**config.mk**
```make
export PLATFORM = sky130hd
export DESIGN_NAME = iafl_out_reg
export DESIGN_NICKNAME = d
export VERILOG_FILES = /design/src/rtl/index_allocator_fifo_free_list_macros.svh /design/src/rtl/iafl_pkg.sv /design/src/rtl/iafl_out_reg.sv
export SDC_FILE = /design/constraint.sdc
export NUM_CORES = 1
export LEC_CHECK = 0
export ABC_AREA = 0
export BUFFER_PORTS_ARGS = -buffer_cell sky130_fd_sc_hd__buf_4
export CAP_MARGIN = 0
export CORE_AREA = 2 2 39 41
export CTS_CLUSTER_SIZE = 25
export DETAILED_ROUTE_END_ITERATION = 7
export DIE_AREA = 0 0 41 43
export PLACE_DENSITY_LB_ADDON = 0.1
export SLEW_MARGIN = 20
export SYNTH_ARGS = -nofsm -noshare
export SYNTH_HDL_FRONTEND = slang
export SYNTH_SLANG_ARGS = --single-unit
```
**constraint.sdc**
```tcl
create_clock -name clk -period 2.5 [get_ports clk]
set_input_delay 0 -clock clk [delete_from_list [all_inputs] [get_ports clk]]
set_output_delay 0 -clock clk [all_outputs]
set_load 0.05 [all_outputs]
```
**src/rtl/index_allocator_fifo_free_list_macros.svh**
```systemverilog
// ----------------------------------------------------------------------------
// index allocator assertion macros
// shared concurrent check forms, reset-qualified
// ----------------------------------------------------------------------------
`ifndef INDEX_ALLOCATOR_FIFO_FREE_LIST_MACROS_SVH
`define INDEX_ALLOCATOR_FIFO_FREE_LIST_MACROS_SVH

// same-cycle implication
`define IAFL_CHECK(label, clk, rst_n, ante, cons, msg) \
    label: assert property (@(posedge clk) disable iff (!rst_n) (ante) |-> (cons)) \
        else $error(msg);

// next-cycle implication
`define IAFL_CHECK_NEXT(label, clk, rst_n, ante, cons, msg) \
    label: assert property (@(posedge clk) disable iff (!rst_n) (ante) |=> (cons)) \
        else $error(msg);

`endif

```
**src/rtl/iafl_pkg.sv**
```systemverilog
// ----------------------------------------------------------------------------
// iafl_pkg
// shared types and codes of the slot index allocator
// ----------------------------------------------------------------------------
package iafl_pkg;

    localparam int SLOT_W  = 10;
    localparam int GIVEN_W = 11;
    localparam int DATA_W  = 16;

    localparam logic OP_ALLOC   = 1'b0;
    localparam logic OP_RELEASE = 1'b1;

    typedef enum logic [1:0] {
        ST_OK       = 2'd0,
        ST_FULL     = 2'd1,
        ST_NOT_USED = 2'd2
    } status_t;

    typedef struct packed {
        status_t              status;
        logic [GIVEN_W-1:0]   given_slot;
    } result_t;

endpackage

```
**src/rtl/iafl_out_reg.sv**
```systemverilog
// ----------------------------------------------------------------------------
// iafl_out_reg
// result register on the master stream side
// ----------------------------------------------------------------------------
module iafl_out_reg (
    input  logic                           clk,
    input  logic                           rst_n,
    input  logic                           in_valid,
    output logic                           in_ready,
    input  iafl_pkg::result_t              in_result,
    output logic                           m_tvalid,
    input  logic                           m_tready,
    output logic [iafl_pkg::DATA_W-1:0]    m_tdata    // [10:0] given_slot, [12:11] status
);
    import iafl_pkg::*;

    logic    valid_reg;
    logic    valid_next;
    result_t result_reg;
    logic    load;

    assign in_ready   = !valid_reg || m_tready;
    assign load       = in_valid && in_ready;
    assign valid_next = load || (valid_reg && !m_tready);

    always_ff @(posedge clk or negedge rst_n)
    begin
        if (!rst_n)
        begin
            valid_reg <= 1'b0;
        end
        else
        begin
            valid_reg <= valid_next;
        end
    end

    always_ff @(posedge clk)
    begin
        if (load)
        begin
            result_reg <= in_result;
        end
    end

    assign m_tvalid = valid_reg;
    assign m_tdata  = DATA_W'(result_reg);

endmodule

```
# After elaboration in Yosys (flattened, before gate mapping)
# Index checks and enable logic that the tools add are counted.
dict set report word_totals {
  out_inout_bits 18
  wordCells 9
  regBits 14
  in_bits 17
}
dict set report classes {
  n_reduce_logical 6
}
# op n
set op_table {}
lappend op_table {{1-bit logical AND} 2}
lappend op_table {{1-bit logical NOT} 2}
lappend op_table {{1-bit logical OR} 2}

# Depth between registers and ports, before layout
dict set report logic_depth {
  ltp_word 4
  depth_mapped 2
  depth_no_buf 2
}

# Worst setup path after synthesis
# Ideal clock, no wire load.
dict set report synth_timing {
  path_type {flip-flop to flip-flop}
  startpoint {register valid_reg, in the netlist m_tvalid}
  endpoint {register result_reg (netlist bit m_tdata[0]) (enable)}
  stages_incl_launch_ff 3
  arrival_ns 1.083
  slack_ns 1.110
  setup_ns 0.308
  n_path_buf 0
  required_time_ns 2.192
  synth_period_minus_slack_ns 1.390
  cell_sequence {dfrtp_1 -> nand2b_4 -> and2_4}
}
dict set report synth_between {
  elab_chain_cells 3
}
# element line
set synth_lines {}
lappend synth_lines {{start, declared} iafl_out_reg.sv:17} ;# logic valid_reg;
lappend synth_lines {{start signal, assigned} iafl_out_reg.sv:34} ;# valid_reg <= valid_next;
lappend synth_lines {{1-bit logical NOT} iafl_out_reg.sv:22} ;# assign in_ready = !valid_reg || m_tready;
lappend synth_lines {{1-bit logical OR} iafl_out_reg.sv:22}
lappend synth_lines {{named net in_ready} iafl_out_reg.sv:9} ;# output logic in_ready,
lappend synth_lines {{1-bit logical AND} iafl_out_reg.sv:23} ;# assign load = in_valid && in_ready;
lappend synth_lines {{named net load} iafl_out_reg.sv:20} ;# logic load;
lappend synth_lines {{end signal, assigned} iafl_out_reg.sv:42} ;# result_reg <= in_result;
lappend synth_lines {{end, declared} iafl_out_reg.sv:19} ;# result_t result_reg;
# The timed path passes the listed nets, and every way through them passes these cells.
# A chain may end at the register's enable or synchronous reset.

# Worst setup path in the final report
dict set report layout_timing {
  startpoint {register valid_reg, in the netlist m_tvalid}
  endpoint {register result_reg (netlist bit m_tdata[2]) (enable)}
}
dict set report layout_between {
  elab_chain_cells 3
}
# element line
set layout_lines {}
lappend layout_lines {{1-bit logical NOT} iafl_out_reg.sv:22}
lappend layout_lines {{1-bit logical OR} iafl_out_reg.sv:22}
lappend layout_lines {{1-bit logical AND} iafl_out_reg.sv:23}
lappend layout_lines {{named net load} iafl_out_reg.sv:20}
# The timed path passes the listed nets, and every way through them passes these cells.

==> metrics.csv <==
metric,value,unit
Critical Path RT,2.47,ns
Total GRT Usage,12.3,%
via density per instance,3.88,
TritonCTS clock tree,yes,
Cell Rows,14,
postcts setup bufs,0,
"Hold Vio Cnt, Final",0,
Hold Crit Class,in2reg,
largest net degree at the start of global routing,14,
MaxCap Viol Count,0,
sequential fraction of the synthesis area,88.3,%
Worst Reg-to-Reg Cells,2,
Synth Area per Inst,22.4,µm²
antenna violations before repair,0,
Critical-path top delay cell,dfrtp_1,
share of cells above drive strength 1,51.4,%
IO Count,35,
vias in the first global route,343,
area grow syn2layout,88.0,%
"Warnings, synthesis",0,
Leakage,0.000386,µW
via count,334,
drt total wl,922,µm
run status,"complete, no violations",
register bit total from synthesis,14,
root buffer cell,clkbuf_4,
largest driver fanout on the critical path,13,
Final Wtd Congestion,0.609,
minimum clock period after layout,1.04,ns
Die X,41,µm
Post-CTS Hold Buffers,15,
Post-DRT Antenna Nets,0,
Power Dens Cells,599,nW/µm²
CP peak stage delay,0.41,ns
final setup fails,0,
htree depth,1,
CTS buffer count,3,
Synth area leaders,"edfxtp_1, dfrtp_1, buf_4",
Worst Setup End Kind,register,
drt first-iter violations,3,
Layout Cells excl Fill,86,
Post-Synthesis Cell Area,470,µm²
Max IR drop VDD,0.314,mV
first-pass GRT wire length,1370,µm
CP arrival,1.01,ns
Max Clk Rate,0.964,GHz
unrepaired setup endpoints after global routing,no,
"Critical Path, Cell by Cell",nand2b_4 > and2_4,
PostCTS Resize Cnt,0,
Fin Hold WS,0.00842,ns
Skew-Pair Late Insertion Delay,0.27,ns
ANT cells,0,
die height,43,µm
crit share post-route,41.5,%
Nets,88,
Detailed Routing Iterations Pass 1,2,
critical path launch point type,register,
WHS Path Cells,3,
core area,1380,µm²
dpl cells,67,
die area,1760,µm²
Post-Synthesis Cells,21,
Synth top area share,83.0,%
total congestion overflow,0,
Initial Util,34.0,%
Clock Path Buffers,2,
I/O Buffers,31,
setup_tns,0,ns
DRC Markers,0,
"Core Util, Final",63.9,%
top cell type by total area after synthesis,edfxtp_1,
Yosys cell types,7,
Final Max Slew Viols,0,
Post-Route Skew,0.00390,ns
Setup CP Type,reg2reg,
WL/cell,10.7,µm
Sink Count,14,
clk slew on worst S/H paths,0.08,ns
## per-layer routing
| metal | vias to the layer above | GRT usage, % | wire (µm) |
|---|---|---|---|
| met5 | - | 0 | 0 |
| met4 | 0 | 8.00 | 0 |
| met3 | 0 | 3.14 | 79 |
| met2 | 15 | 21.6 | 547 |
| met1 | 151 | 11.3 | 295 |
| li1 | 168 | - | - |
## kinds of logic after synthesis
family | count (synthesis) | share of synthesized area [%]
flops | 14 | 88.3
simple gates | 3 | 6.12
buf+inv | 3 | 4.79
other cells | 1 | 0.797
## cells in the final DEF (no fill, tap or decap), drive strengths merged
cell         Yosys  routed
dlygate4sd3      0      15
clkbuf           0       4
edfxtp          13      13
conb             1       3
and2             1       1
buf              3      31
dfrtp            1       1
nand2b           2       2
## cell usage after synthesis, drive strengths merged
cell type,n
dfrtp,1
buf,3
edfxtp,13
conb,1
nand2b,2
and2,1
## worst paths after layout
kind,slack [ns],from,endpoint
worst min register to register,0.56,m_tvalid,m_tvalid
worst max-delay path,1.46,m_tvalid,m_tdata[2]
worst min-delay path,0.008,m_tready,m_tvalid
worst max register to register,1.46,m_tvalid,m_tdata[2]
min in group asynchronous,0.05,rst_n,m_tvalid
max in group asynchronous,2.37,rst_n,m_tvalid
## registers in the layout (all words and copies together) (netlist names)
register and count:
m_tdata 13, m_tvalid 1
## critical path, delay by kind of cell, from the launching register on
family,cells,cell delay [ns]
AND/OR/NAND/NOR,2,0.33
flip-flops,1,0.41
## where the power goes
group          leakage (µW)  internal [µW]  total (µW)  switching [µW]
Sequential         0.000135            271         275            3.92
Combinational      0.000237           50.6         126            75.0
Clock             0.0000150           61.8         129            67.1
## through the flow
stage / power (µW) / setup slack (ns) / area (µm²)
6_report: 530 / 1.46 / 885
5_1_grt: 552 / 1.41 / 885
4_1_cts: 534 / 1.46 / 885
3_5_place_dp: 388 / 1.46 / 708
3_3_place_gp: 386 / 1.49 / 708
2_1_floorplan: 351 / 1.11 / 478
## area by class of cell
type | count | area [µm²]
flip-flops and latches | 14 | 415
well taps | 16 | 20.0
repair buffers | 46 | 383
clock buffers | 4 | 26.3
fillers | 117 | 499
multi-input cells | 6 | 40.0
Note: power is estimated with default switching activity, not from simulation.
